**src/upa_pkg.sv**
```systemverilog
// Shared types and constants for the uncertainty propagation ALU
package upa_pkg;

    localparam int WordBits = 32;
    localparam int FracBits = 16;
    localparam int OpBits   = 4;
    localparam int SigBits  = 4;
    localparam int StBits   = 2;

    // Widths of the internal numbers
    localparam int SqBits   = 2 * WordBits + 2;          // sum of two squares of (W+1)-bit values
    localparam int RootBits = SqBits / 2;                // isqrt result width
    localparam int DivNBits = 3 * WordBits + FracBits;   // dividend width, covers the widest dividend (|a|*sb << F)
    localparam int DivDBits = 2 * WordBits;              // widest divisor (b*b)

    localparam logic [SigBits-1:0] SigmaReset = SigBits'(3);

    typedef enum logic [OpBits-1:0] {
        OP_ADD = 4'd0,
        OP_SUB = 4'd1,
        OP_MUL = 4'd2,
        OP_DIV = 4'd3,
        OP_LT  = 4'd4,
        OP_GT  = 4'd5,
        OP_LE  = 4'd6,
        OP_GE  = 4'd7,
        OP_EQ  = 4'd8,
        OP_NE  = 4'd9
    } t_op;

    typedef enum logic [StBits-1:0] {
        ST_OK  = 2'd0,
        ST_SAT = 2'd1,
        ST_DIV0 = 2'd2
    } t_status;

    // Class of an item as decided by the front part
    typedef enum logic [2:0] {
        CL_ADDSUB,
        CL_MUL,
        CL_DIV,
        CL_DIVZ,
        CL_CMP,
        CL_NONE
    } t_class;

    // Classified item travelling through the queue
    typedef struct packed {
        t_class               cls;
        t_op                  op;
        logic                 an;
        logic                 bn;
        logic [WordBits-1:0]  am;
        logic [WordBits-1:0]  bm;
        logic [WordBits-1:0]  sa;
        logic [WordBits-1:0]  sb;
        logic [WordBits:0]    sum;   // signed add/sub result, one bit wider
        logic                 lt;
        logic                 gt;
    } t_item;

    // Result item
    typedef struct packed {
        logic [WordBits-1:0] value;
        logic [WordBits-1:0] unc;
        logic                cmp;
        logic [StBits-1:0]   status;
    } t_result;

endpackage

```
**src/upa_queue.sv**
```systemverilog
// Short queue between front and back parts
module upa_queue (
    input  logic            i_clk,
    input  logic            i_rst_n,
    input  logic            i_valid,
    output logic            o_ready,
    input  upa_pkg::t_item  i_item,
    output logic            o_valid,
    input  logic            i_ready,
    output upa_pkg::t_item  o_item
);
    import upa_pkg::*;

    localparam int Depth = 4;
    localparam int PtrBits = $clog2(Depth);

    t_item                r_mem [Depth];
    logic [PtrBits-1:0]   r_wp;
    logic [PtrBits-1:0]   r_rp;
    logic [PtrBits:0]     r_cnt;
    logic                 w_push;
    logic                 w_pop;

    assign o_ready = r_cnt != (PtrBits+1)'(Depth);
    assign o_valid = r_cnt != '0;
    assign o_item  = r_mem[r_rp];
    assign w_push  = i_valid && o_ready;
    assign w_pop   = o_valid && i_ready;

    // Advance pointers and fill count
    always_ff @(posedge i_clk) begin
        if (!i_rst_n) begin
            r_wp  <= '0;
            r_rp  <= '0;
            r_cnt <= '0;
        end else begin
            if (w_push) r_wp <= r_wp + PtrBits'(1);
            if (w_pop)  r_rp <= r_rp + PtrBits'(1);
            r_cnt <= r_cnt + (PtrBits+1)'(w_push) - (PtrBits+1)'(w_pop);
        end
    end

    always_ff @(posedge i_clk) begin
        if (w_push) r_mem[r_wp] <= i_item;
    end

endmodule

```
**config.mk**
```make
export PLATFORM = sky130hd
export DESIGN_NAME = upa_queue
export DESIGN_NICKNAME = d
export VERILOG_FILES = /design/src/upa_pkg.sv /design/src/upa_queue.sv
export SDC_FILE = /design/constraint.sdc
export NUM_CORES = 1
export LEC_CHECK = 0
export ABC_AREA = 0
export BUFFER_PORTS_ARGS = -buffer_cell sky130_fd_sc_hd__buf_2
export CORE_MARGIN = 1
export CORE_UTILIZATION = 50
export DETAILED_ROUTE_END_ITERATION = 7
export PLACE_DENSITY = 0.75
export SKIP_LAST_GASP = 1
export SYNTH_ARGS = -nofsm -noshare
export SYNTH_HDL_FRONTEND = slang
export SYNTH_SLANG_ARGS = --single-unit
```
**constraint.sdc**
```tcl
create_clock -name i_clk -period 7.3 [get_ports i_clk]
set_input_delay 0.73 -clock i_clk [delete_from_list [all_inputs] [get_ports i_clk]]
set_output_delay 0.73 -clock i_clk [all_outputs]
set_load 0.01 [all_outputs]
```
==> results by group <==
Critical path
  • Crit-path cells: buf_4, mux4_2, buf_2
  • Worst path bufs/invs: 2
  • CP endpoint kind: output pin
  • Crit-path max FO: 63
  • Crit. path cell count: 3
  • CP required: 6.57 ns
  • Critical path's top delay family: flip-flops
  • Slowest stage cell, crit path: dfxtp_4
  • Critical Path Max Stage Delay: 1.00 ns
  • CP Launch Type: flip-flop
  • Reg2Reg Setup Slack: 3.95 ns
  • Setup crit end: o_item[43]
  • Worst r2r src: r_cnt[1]
  • Critical path arrival: 3.17 ns
  • CP Class: flip-flop to output pin
  • R2R Path End: r_mem[0][81]
  • R2R depth: 5

GRT
  • Vias in the first global route: between 10000 and 15000
  • Initial antenna violation count: 13
  • Global-route wire length before repair: between 70 and 80 mm
  • Largest net degree at the start of global routing: 157
  • Total Routing Usage GR: 0.192
  • Remaining global-route overflow: 0

STA
  • Fin crit share: 0.534
  • Final clock skew: 0.0242 ns
  • Setup Viol. Count Final: 0
  • Slew Limit Fails: 0
  • Final Hold Fails: 0
  • Period minus WS final: 3.90 ns
  • Final setup margin: 3.40 ns
  • Worst slew margin: 0.305
  • Setup TNS: 0 ns
  • RSZ-0062 raised after global routing: no
  • Worst-margin pin slew: approximately 1.0 ns
  • Max Fclk: 257 MHz

Pwr
  • Power density over the cells: 354 nW/um2
  • Pleak: roughly 9.9 nW
  • Overall power: 10.6 mW
  • Maximum vdd drop: 0.265 mV

Floorplanning
  • # rows: 81
  • I/O pins: 350
  • Die Y: 227 um
  • Core area: between 40000 and 50000 um2
  • Die W: roughly 230 um
  • Initial Util: 0.512
  • Total die area: 51400 um2

Routing
  • Initial DRC Count: 836
  • Post-route ant nets: 0
  • Vias: 11363
  • Detailed Routing Iterations Pass 1: 5
  • Via/cell ratio: 5.51
  • DRC Markers: 0
  • Routed WL: 49.4 mm
  • Drt wl/cell: 23.9 um

Clock network
  • CTS Hold Bufs: 0
  • Clock Sinks: roughly 700
  • Num CTS Buffers: 70
  • CTS resizes: 0
  • Longest Clk Path Bufs: 3
  • Clock latency on the worst-skew pair: 0.60 ns
  • CTS tree: done
  • H-Tree Depth: 3
  • Setup Fix Bufs, Post-CTS: 0
  • Clock root buffer: clkbuf_16
  • Worst-path clk slew: 0.06 ns

Synth
  • Mean Syn Cell Area: between 20 and 30 um2
  • Top post-synthesis cells by area: edfxtp_1 (82%), mux4_2 (15%), dfxtp_1 (0.71%)
  • Post-synthesis mux area share: 0.154
  • Largest family of logic cells by synthesized area: multiplexers
  • Unique cell type count in the Yosys netlist: 21
  • Post-Synthesis Cell Area: 25300 um2
  • Register area share after synthesis: 0.825
  • Synth Area in Adders: 0.00377
  • Top-area cell type share of the netlist area: 0.818
  • Yosys warning count: 0
  • Post-synthesis simple-gate area fraction: 0.00362
  • Synth Area in Compound Gates: 0.000991
  • Mapped Cells: approximately 950
  • Seq cells post-synth: 697
  • Synthesized net count: around 1100
  • Cell taking the most area after synthesis: edfxtp_1
  • Synth Area in XOR/XNOR: 0.00139

Flow run
  • Max_cap viols: 0

Layout
  • Commonest non-fill, non-tap cells in the layout: edfxtp_1 (688), buf_2 (349), mux4_2 (172), clkbuf_16 (73), clkinv_1 (17)
  • Core Util, Final: 0.607
  • Synthesis-to-layout area growth: 18.6%
  • Finished Cell Area: 30000 um2
  • Layout cells sized above 1: 0.454
  • Most common cell after layout, fill and taps aside: edfxtp_1
  • NumNets Final: 1525
  • Fillers: roughly 3400

Placed design
  • I/O Buffers: 349
  • HPWL Detailed: approximately 28 mm
  • Routability cong.: 0.736
  • DP Area: 27700 um2
  • DP Worst Slack: 3.68 ns

Min path
  • Worst min-delay path class: input pin to flip-flop

Outcome
  • Status: completed
power breakdown:
part,internal [mW],leakage [nW],switching (mW)
Combinational,1.01,2.50,1.18
Clock,2.01,1.07,1.42
Sequential,4.85,6.38,0.142
Total,7.87,9.95,2.74
area by class of cell:
type	instances	area [um2]	share of cell area
Clock inverter	36	319	0.0107
Tap cell	664	831	0.0277
Timing Repair Buffer	363	1890	0.0631
Clock buffer	89	1890	0.0630
Multi-Input combinational cell	205	4150	0.139
Inverter	5	18.8	0.000627
Sequential cell	697	20800	0.696
Antenna cell	5	12.5	0.000418
state kept, by name (all words and copies together) (netlist names), named ones only:
name / count
r_cnt: 3
r_rp: 2
r_mem: 688
r_wp: 2
layer usage:
| layer | global-route usage | share of wire | up-vias |
|---|---|---|---|
| li1 | - | - | 4906 |
| met3 | 0.0656 | 0.092 | 100 |
| met1 | 0.249 | 0.39 | 5924 |
| met4 | 0.0636 | 0.022 | 18 |
| met5 | 0 | 0.0024 | - |
| met2 | 0.306 | 0.49 | 415 |
logic make-up (layout without fill, tap and decap cells):
group / count (synthesis) / in the layout
other: 0 / 5
adders and majority gates: 7 / 7
and+or+nand+nor: 17 / 17
xor gates and xnor gates: 4 / 4
DFF: 697 / 697
AOI/OAI and AO/OA: 3 / 3
buffers and inverters: 44 / 493
muxes: 174 / 174
synthesized netlist by cell type (all sizes together):
cell type,count
a21boi,1
or3,1
o311ai,1
clkbuf,3
ha,6
nand2,5
mux4,172
inv,5
o31a,1
xnor2,4
buf,36
dfxtp,9
and2,7
edfxtp,688
nor2b,3
mux2i,2
fa,1
nor2,1
worst min path at each step:
stage	start	end	slack (ns)	depth (start not counted)
detailed placement	r_wp[0]	r_wp[0]	0.50	2
global placement	r_wp[1]	r_wp[1]	0.48	2
global route	i_item[110]	r_mem[0][110]	0.32	1
CTS	i_item[110]	r_mem[0][110]	0.29	1
floorplan	r_wp[1]	r_wp[1]	0.47	2
finish	i_item[166]	r_mem[1][166]	0.35	1
worst register-to-register path: cells and delay by family, from the launching register on:
kind	cells	cell delay [ns]
buf+inv	2	1.26
simple gates	2	0.68
flops	1	0.45
compound gates	1	0.57
metrics by stage:
step | hold slack, ns | cells
after floorplan | 0.468 | 946
after global placement | 0.481 | 1934
after detailed placement | 0.499 | 1934
after CTS | 0.295 | 2059
after global routing | 0.315 | 2060
final | 0.346 | 2064
(Power assumes the default switching activity.)
