<file path="src/upa_pkg.sv">
// Shared types and constants for the uncertainty propagation ALU
package upa_pkg;

    localparam int WordBits = 32;
    localparam int FracBits = 16;
    localparam int OpBits   = 4;
    localparam int SigBits  = 4;
    localparam int StBits   = 2;

    // Widths of the internal numbers
    localparam int SqBits   = 2 * WordBits + 2;          // sum of two squares of (W+1)-bit values
    localparam int RootBits = SqBits / 2;                // isqrt result width
    localparam int DivNBits = 3 * WordBits + FracBits;   // dividend width, covers the widest dividend (|a|*sb << F)
    localparam int DivDBits = 2 * WordBits;              // widest divisor (b*b)

    localparam logic [SigBits-1:0] SigmaReset = SigBits'(3);

    typedef enum logic [OpBits-1:0] {
        OP_ADD = 4'd0,
        OP_SUB = 4'd1,
        OP_MUL = 4'd2,
        OP_DIV = 4'd3,
        OP_LT  = 4'd4,
        OP_GT  = 4'd5,
        OP_LE  = 4'd6,
        OP_GE  = 4'd7,
        OP_EQ  = 4'd8,
        OP_NE  = 4'd9
    } t_op;

    typedef enum logic [StBits-1:0] {
        ST_OK  = 2'd0,
        ST_SAT = 2'd1,
        ST_DIV0 = 2'd2
    } t_status;

    // Class of an item as decided by the front part
    typedef enum logic [2:0] {
        CL_ADDSUB,
        CL_MUL,
        CL_DIV,
        CL_DIVZ,
        CL_CMP,
        CL_NONE
    } t_class;

    // Classified item travelling through the queue
    typedef struct packed {
        t_class               cls;
        t_op                  op;
        logic                 an;
        logic                 bn;
        logic [WordBits-1:0]  am;
        logic [WordBits-1:0]  bm;
        logic [WordBits-1:0]  sa;
        logic [WordBits-1:0]  sb;
        logic [WordBits:0]    sum;   // signed add/sub result, one bit wider
        logic                 lt;
        logic                 gt;
    } t_item;

    // Result item
    typedef struct packed {
        logic [WordBits-1:0] value;
        logic [WordBits-1:0] unc;
        logic                cmp;
        logic [StBits-1:0]   status;
    } t_result;

endpackage

</file>
<file path="src/upa_front.sv">
// Front part: take input items, normalise operands and classify the operation
module upa_front (
    input  logic                           i_clk,
    input  logic                           i_rst_n,
    input  logic                           i_valid,
    output logic                           o_ready,
    input  logic [upa_pkg::OpBits-1:0]     i_op,
    input  logic [upa_pkg::WordBits-1:0]   i_a_value,
    input  logic [upa_pkg::WordBits-1:0]   i_a_unc,
    input  logic [upa_pkg::WordBits-1:0]   i_b_value,
    input  logic [upa_pkg::WordBits-1:0]   i_b_unc,
    output logic                           o_valid,
    input  logic                           i_ready,
    output upa_pkg::t_item                 o_item
);
    import upa_pkg::*;

    logic   r_valid;
    t_item  r_item;
    t_item  n_item;
    logic   w_an;
    logic   w_bn;
    logic [WordBits:0] w_as;
    logic [WordBits:0] w_bs;

    assign o_ready = !r_valid || i_ready;
    assign o_valid = r_valid;
    assign o_item  = r_item;

    // Classify and normalise
    always_comb begin
        w_an = i_a_value[WordBits-1];
        w_bn = i_b_value[WordBits-1];
        w_as = {w_an, i_a_value};
        w_bs = {w_bn, i_b_value};
        n_item.op  = t_op'(i_op);
        n_item.an  = w_an;
        n_item.bn  = w_bn;
        n_item.am  = w_an ? (~i_a_value + WordBits'(1)) : i_a_value;
        n_item.bm  = w_bn ? (~i_b_value + WordBits'(1)) : i_b_value;
        n_item.sa  = (i_a_unc == '0) ? WordBits'(1) : i_a_unc;
        n_item.sb  = (i_b_unc == '0) ? WordBits'(1) : i_b_unc;
        n_item.sum = (i_op == OP_ADD) ? (w_as + w_bs) : (w_as - w_bs);
        n_item.lt  = $signed(i_a_value) < $signed(i_b_value);
        n_item.gt  = $signed(i_a_value) > $signed(i_b_value);
        case (i_op)
            OP_ADD, OP_SUB: n_item.cls = CL_ADDSUB;
            OP_MUL:         n_item.cls = CL_MUL;
            OP_DIV:         n_item.cls = (i_b_value == '0) ? CL_DIVZ : CL_DIV;
            OP_LT, OP_GT, OP_LE, OP_GE, OP_EQ, OP_NE: n_item.cls = CL_CMP;
            default:        n_item.cls = CL_NONE;
        endcase
    end

    // Output register
    always_ff @(posedge i_clk) begin
        if (!i_rst_n) begin
            r_valid <= 1'b0;
        end else if (o_ready) begin
            r_valid <= i_valid;
        end
    end

    always_ff @(posedge i_clk) begin
        if (o_ready && i_valid) begin
            r_item <= n_item;
        end
    end

endmodule

</file>
<file path="config.mk">
export PLATFORM = sky130hd
export DESIGN_NAME = upa_front
export DESIGN_NICKNAME = d
export VERILOG_FILES = /design/src/upa_pkg.sv /design/src/upa_front.sv
export SDC_FILE = /design/constraint.sdc
export NUM_CORES = 1
export LEC_CHECK = 0
export BUFFER_PORTS_ARGS = -buffer_cell sky130_fd_sc_hd__buf_4
export CORE_UTILIZATION = 48
export CTS_CLUSTER_SIZE = 8
export DETAILED_ROUTE_END_ITERATION = 12
export GPL_ROUTABILITY_DRIVEN = 0
export PLACE_DENSITY_LB_ADDON = 0.3
export SKIP_CTS_REPAIR_TIMING = 1
export SLEW_MARGIN = 20
export SYNTH_ARGS = -nofsm -noshare
export SYNTH_HDL_FRONTEND = slang
export SYNTH_SLANG_ARGS = --single-unit
</file>
<file path="constraint.sdc">
create_clock -name i_clk -period 6.3 [get_ports i_clk]
set_clock_uncertainty 0.15 [all_clocks]
set_input_delay 1.89 -clock i_clk [delete_from_list [all_inputs] [get_ports i_clk]]
set_output_delay 1.89 -clock i_clk [all_outputs]
set_load 0.01 [all_outputs]
</file>
==> metrics.md, run 1 <==
| Metric | Value |
|---|---|
| Post-DR wirelength/cell | 20.28 µm |
| Ant diodes | 0 |
| Slew Limit Headroom | between 30 and 40% |
| Finished Cell Area | 13450 µm² |
| Required time worst endpoint | 6.45 ns |
| CTS Root Cell | clkbuf_16 |
| Internal | 2290 µW |
| Die width | 150.0 µm |
| Clock power frac | 33.1% |
| Hold path start | o_valid |
| Vias | 8869 |
| Cells on worst reg2reg path | 3 |
| Drt initial violations | between 900 and 1000 |
| Reg clk slew, reported paths | approximately 0.07 ns |
| Status | finished, final reports clean |
| Vias in the first global route | 8541 |
| CP cell instances | buf_4, inv_1, ha_1, or3b_1, or4_4, or4_4, or3_4, or3_4, or4_1, a21oi_1, o22a_2 |
| Filler instances | roughly 1700 |
| Vias per std cell | between 5 and 6 |
| CTS tree | done |
| Clock sinks | 173 |
| Synth Cell Area | 10520 µm² |
| Total wire length | 31200 µm |
| Largest net degree at the start of global routing | 74 |
| RSZ-0062 raised after global routing | false |
| Placed Area | about 13000 µm² |
| Final Hold Fails | 0 |
| Top-area cell type share of the netlist area | 49.10% |
| Top-count cell post-synth | edfxtp_1 |
| Htree depth | 4 |
| LEAKAGE | roughly 0.0054 µW |
| Worst-Skew Late Latency | ~0.42 ns |
| Post-synth top cells | 172 x edfxtp_1, 101 x clkbuf_1, 81 x xnor2_1 |
| Yosys top cell by area | edfxtp_1 |
| First-pass GRT wire length | 46990 µm |
| Port bufs | 309 |
| CP max stage delay | between 0.5 and 0.6 ns |
| DP Wirelength | between 20000 and 25000 µm |
| Crit path buffers/inverters | 2 |
| Ys Warns | 0 |
| Delay-heaviest family, CP | simple AND/OR/NAND/NOR gates |
| Antenna violations before repair | 0 |
| Synth Register Bits | ~170 |
| Sw Ratio | 29.66% |
| Synthesized instance count | ~1000 |
| Core area | around 21000 µm² |
| Switch Pwr | approximately 970 µW |
| Crit path time final | 5.296 ns |
| CTS Buf Count | 17 |
| Hold Path Depth | 2 |
| Clock buffer depth | 2 |
| Chip height | 150.0 µm |
| Reg2reg end | o_item[82] |
| Max Cap Violations | 0 |
| Reg-to-reg critical path startpoint | o_valid |
| Ys async rst share | 0% |
| Full die area | 22510 µm² |
| Crit path arrival time | 5.45 ns |
| Critical Path Slowest Stage Cell | or4_4 |
| Crit end category | flop |
| Synth area leaders | edfxtp_1 49%, ha_1 8.0%, xnor2_1 6.7%, clkbuf_1 3.6%, a21oi_1 3.4% |
| Post-synthesis sequential area ratio | 49.29% |
| Layout cells sized above 1 | 28.66% |
| Crit Path Category | in -> reg |
| Nets | 1455 |
| Combinational power share | a little under a quarter |
| Tcrit/Tclk final | 84.07% |
| Antenna-violating nets left | 0 |
| Starting Density | 49.57% |
| Setup Viol. Count Final | 0 |
| First-pass DRT Iterations | 6 |
| Worst Max-Slew Pin Slew | 1.006 ns |
| Grt ovf | 0 |
| Fmax | between 150 and 200 MHz |
| Reg2Reg Setup Slack | 3.89 ns |
| Crit start category | primary input |
| Total Routing Usage GR | approximately 28% |
| Slew Viols, Final | 0 |
| Synth unique cells | 64 |
| Power Dens Cells | 242.1 nW/µm² |
| Crit Path Max Fanout | 6 |
| Setup TNS | 0 ns |
| VDD IR max | ~0.00016 V |
| Hold Path Class | reg -> reg |
| Core Rows | 53 |
| Post-Syn Area per Cell | 10.32 µm² |
| Number of synthesized flops with an enable pin | 172 |
| Most used DFF post-synth | edfxtp_1 |
| I/O pin count | 310 |
| Worst hold endpoint | o_valid |
| Area growth, synth to finish | 27.88% |
| Synthesized net count | 1224 |
| Seq pwr share | 43.7% |
| # DRC | 0 |
power by group through the flow:
stage                     logic [µW]  clock network [µW]  registers (µW)
after global placement           736                   0            1450
after detailed placement         743                   0            1450
after global routing             819                1130            1430
after CTS                        750                1090            1420
final                            755                1080            1420
after floorplan                  357                   0            1500
flip-flops by register name, indices dropped and copies added, names as in the netlist:
| name | cells |
|---|---|
| o_item | 172 |
| o_valid | 1 |
worst max-delay path by stage:
stage	to	start	cells after the start	slack (ns)
6_report	o_item[169]	i_b_value[1]	11	1.00
5_1_grt	o_item[160]	i_a_value[5]	9	0.82
4_1_cts	o_item[169]	i_b_value[1]	11	1.03
3_5_place_dp	o_item[169]	i_b_value[1]	11	0.58
3_3_place_gp	o_item[169]	i_b_value[1]	11	0.66
2_1_floorplan	o_item[169]	i_b_value[1]	10	1.08
per-layer routing:
layer  GRT usage (%)  share of wire [%]
met5               0                  0
met4           11.06                3.1
met3           4.634                7.3
met2           46.34                 48
met1           35.76                 41
tightest hold or removal path, stage by stage (launching register included):
cell	delay [ns]
dfxtp_1	0.32
nand2b_1	0.11
a21boi_0	0.09
layout make-up:
type / instances / area, µm² / area share [%]
flip-flops and latches: 173 / 5185 / 38.55
clock buffers: 18 / 429.2 / 3.190
well taps: 275 / 344.1 / 2.558
multi-input cells: 676 / 4703 / 34.96
repair buffers: 315 / 2365 / 17.58
clock inverters: 14 / 173.9 / 1.293
inverters: 67 / 251.5 / 1.870
layout by cell type, fill, tap and decap left out, types with 5 or more instances in the layout:
| cell type | count |
|---|---|
| inv_1 | 67 |
| or3_1 | 16 |
| or2_2 | 6 |
| o41ai_1 | 11 |
| ha_1 | 67 |
| edfxtp_1 | 172 |
| clkbuf_16 | 17 |
| nor4_1 | 26 |
| o31ai_1 | 27 |
| nor2_1 | 56 |
| a21oi_1 | 72 |
| a31oi_1 | 6 |
| xnor2_1 | 81 |
| buf_4 | 315 |
| a21o_1 | 5 |
| nand2_1 | 54 |
| nor3_1 | 18 |
| o21bai_1 | 15 |
| o211ai_1 | 9 |
| or4_1 | 15 |
| nand3_1 | 13 |
| o21a_1 | 5 |
| nor2b_1 | 10 |
| o21ai_0 | 61 |
| clkinv_4 | 5 |
| nand4_1 | 14 |
| a211oi_1 | 8 |
| nand2b_1 | 10 |
kinds of logic after synthesis:
group / after synthesis / share of synthesized area (%)
and+or+nand+nor: 263 / 13.26
AOI/OAI and AO/OA: 258 / 15.86
DFF: 173 / 49.29
buffers and inverters: 170 / 6.066
xor gates and xnor gates: 85 / 7.077
adders and majority gates: 69 / 8.350
muxes: 1 / 0.09516
metrics by stage:
stage               setup slack [ns]  std cells  util [%]  hold slack, ns  power [µW]
global route                  0.8173       1538     63.39          0.4440        3381
global placement              0.6620       1506     60.55          0.3762        2184
floorplan                      1.077       1019         -          0.4594        1852
CTS                            1.031       1538     63.39          0.4209        3269
finish                         1.004       1538     63.39          0.4159        3256
detailed placement            0.5821       1506     60.55          0.4106        2191
No activity file was read; power rests on OpenSTA's default activity.
==> run 2: changes to the inputs <==
==> constraint.sdc (replaced) <==
create_clock -name i_clk -period 4.7 [get_ports i_clk]
set_clock_uncertainty 0.15 [all_clocks]
set_input_delay 1.41 -clock i_clk [delete_from_list [all_inputs] [get_ports i_clk]]
set_output_delay 1.41 -clock i_clk [all_outputs]
set_load 0.01 [all_outputs]
==> metrics.md, run 2 (synthesized netlist as in run 1, its figures left out) <==
| Metric | Value |
|---|---|
| Crit path time final | around 4.5 ns |
| Reg-to-reg critical path startpoint | o_valid (unchanged) |
| Worst hold endpoint | o_valid (unchanged) |
| Power Dens Cells | 318.3 nW/µm² (was 242.1 nW/µm²) |
| WL met2 | 14150 µm (was 15110 µm) |
| Htree depth | 4 (unchanged) |
| Crit start category | primary input (unchanged) |
| Reg2reg end | o_item[164] (was o_item[82]) |
| Worst-Skew Late Latency | 0.43 ns (was 0.42 ns) |
| Slew Limit Headroom | 54.78% (was 32.94%) |
| Full die area | 22510 µm² (unchanged) |
| Clock buffer depth | 2 (unchanged) |
| Wire length on met3 | 2920 µm (was 2286 µm) |
| WL met1 | 13190 µm (was 12840 µm) |
| Commonest non-fill, non-tap cell in the layout | buf_4 (unchanged) |
| Final Hold Fails | 0 (unchanged) |
| Number of flip-flops in the largest register | 172 (unchanged) |
| Reg2Reg Setup Slack | 3.00 ns (was 3.89 ns) |
| Worst Max-Slew Pin Slew | 0.6612 ns (was 1.006 ns) |
| Area growth, synth to finish | 32.39% (was 27.88%) |
| Hold Path Class | reg -> reg (unchanged) |
| Crit path arrival time | 4.70 ns (was 5.45 ns) |
| LEAKAGE | 0.005700 µW (was 0.005415 µW) |
| CTS Root Cell | clkbuf_16 (unchanged) |
| Antenna-violating nets left | 0 (unchanged) |
| First-pass DRT Iterations | 8 (was 6) |
| Core Rows | 53 (unchanged) |
| Most frequent cells in the layout | 369 x buf_4, 172 x edfxtp_1, 81 x xnor2_1, 72 x a21oi_1 (was 315 x buf_4, 172 x edfxtp_1, 81 x xnor2_1, 72 x a21oi_1) |
| Crit end category | flop (unchanged) |
| Chip height | 150.0 µm (unchanged) |
| Slew Viols, Final | 0 (unchanged) |
| Required time worst endpoint | 4.85 ns (was 6.45 ns) |
| Finished Cell Area | 13930 µm² (was 13450 µm²) |
| Antenna violations before repair | 0 (unchanged) |
| Highest metal used | met4 (unchanged) |
| CP max stage delay | 0.54 ns (was 0.59 ns) |
| Vias in the first global route | 8594 (was 8541) |
| Total Routing Usage GR | 27.60% (was 27.73%) |
| Drt initial violations | 818 (was 933) |
| Crit Path Max Fanout | 4 (was 6) |
| Post-DR wirelength/cell | 19.46 µm (was 20.28 µm) |
| CTS Buf Count | 17 (unchanged) |
| Die width | 150.0 µm (unchanged) |
| Setup Viol. Count Final | 0 (unchanged) |
| Tcrit/Tclk final | a little over nine tenths |
| DP Wirelength | 24150 µm (was 23490 µm) |
| CP cell instances | buf_4, inv_1, ha_1, or3b_4, or4_4, or4_4, or3_4, or3_4, or4_1, a21oi_1, o22a_2 (was buf_4, inv_1, ha_1, or3b_1, or4_4, or4_4, or3_4, or3_4, or4_1, a21oi_1, o22a_2) |
| Pwr Total | 4432 µW (was 3256 µW) |
| Layout cells sized above 1 | 31.84% (was 28.66%) |
| Core area | 21220 µm² (unchanged) |
| Fmax | 220.1 MHz |
| Hold path start | o_valid (unchanged) |
| CTS tree | done (unchanged) |
| Vias per std cell | 5.789 (was 5.767) |
| Max Cap Violations | 0 (unchanged) |
| Vias | 9227 (was 8869) |
| Largest net degree at the start of global routing | 65 (was 74) |
| Crit Path Category | in -> reg (unchanged) |
| Placed Area | 13300 µm² (was 12850 µm²) |
| Hold_ws | 0.4002 ns (was 0.4159 ns) |
| Starting Density | 49.57% (unchanged) |
| RSZ-0062 raised after global routing | false (unchanged) |
| VDD IR max | 0.0002084 V (was 0.0001648 V) |
| Nets | 1511 (was 1455) |
| Port bufs | 309 (unchanged) |
| Ant diodes | 0 (unchanged) |
| Clock sinks | 173 (unchanged) |
| Reg clk slew, reported paths | 0.07 ns (about the same) |
| Grt ovf | 0 (unchanged) |
| First-pass GRT wire length | 47500 µm (was 46990 µm) |
| Cells on worst reg2reg path | 3 (unchanged) |
| Hold Path Depth | 2 (unchanged) |
| Status | finished, final reports clean (unchanged) |
| # DRC | 0 (unchanged) |
| Critical Path Slowest Stage Cell | or4_4 (unchanged) |
| Total wire length | 31030 µm (was 31200 µm) |
| I/O pin count | 310 (unchanged) |
-- run 2: changes by cell type in the layout (fill, tap and decap cells not counted) --
cell	previous run	this run
clkinv_4	5	1
inv_8	3	2
buf_4	315	369
or3b_1	1	0
inv_12	0	2
bufinv_16	1	0
clkinv_8	3	7
clkbuf_1	1	0
buf_12	0	2
or3b_4	0	1
inv_6	2	3
-- run 2: worst max-delay path: cells and delay by family --
kind / cells / cell delay, ns
AOI/OAI and AO/OA: 2 / 0.29
adders and majority gates: 1 / 0.17
buffers and inverters: 2 / 0.18
and+or+nand+nor: 6 / 2.66
-- run 2: how the worst max path moves through the flow --
| stage | from | endpoint | slack (ns) | cells after the start |
|---|---|---|---|---|
| after floorplan | i_b_value[1] | o_item[169] | -0.02 | 10 |
| after global placement | i_b_value[1] | o_item[169] | -0.22 | 11 |
| after detailed placement | i_b_value[1] | o_item[169] | -0.28 | 11 |
| after CTS | i_b_value[1] | o_item[169] | 0.16 | 11 |
| after global routing | i_b_value[1] | o_item[169] | 0.04 | 11 |
| final | i_b_value[1] | o_item[169] | 0.16 | 11 |
-- run 2: where the power goes --
group / total (µW) / switching (µW) / internal, µW
registers: 1900 / 38.5 / 1860
logic: 1060 / 587 / 478
clock network: 1470 / 730 / 735
total: 4430 / 1360 / 3080
-- run 2: per-layer routing --
layer	GRT usage, %	up-vias
li1	-	4296
met2	42.50	508
met5	0	-
met4	9.949	0
met1	38.62	4375
met3	5.305	48
-- run 2: layout make-up --
type,instances,area (µm²)
clock inverter,15,203.9
tap,275,344.1
clock buffer,17,425.4
multi-input combinational,676,4706
timing repair buffer,371,2810
inverter,67,251.5
sequential,173,5185
fill,1701,7295
-- run 2: metrics by stage --
stage / TNS, ns / instances / utilization [%] / setup WS, ns
2_1_floorplan: -0.01781 / 1019 / - / -0.01781
5_1_grt: 0 / 1594 / 65.63 / 0.03517
3_3_place_gp: -1.292 / 1562 / 62.66 / -0.2245
4_1_cts: 0 / 1594 / 65.63 / 0.1604
6_report: 0 / 1594 / 65.63 / 0.1575
3_5_place_dp: -1.734 / 1562 / 62.66 / -0.2819
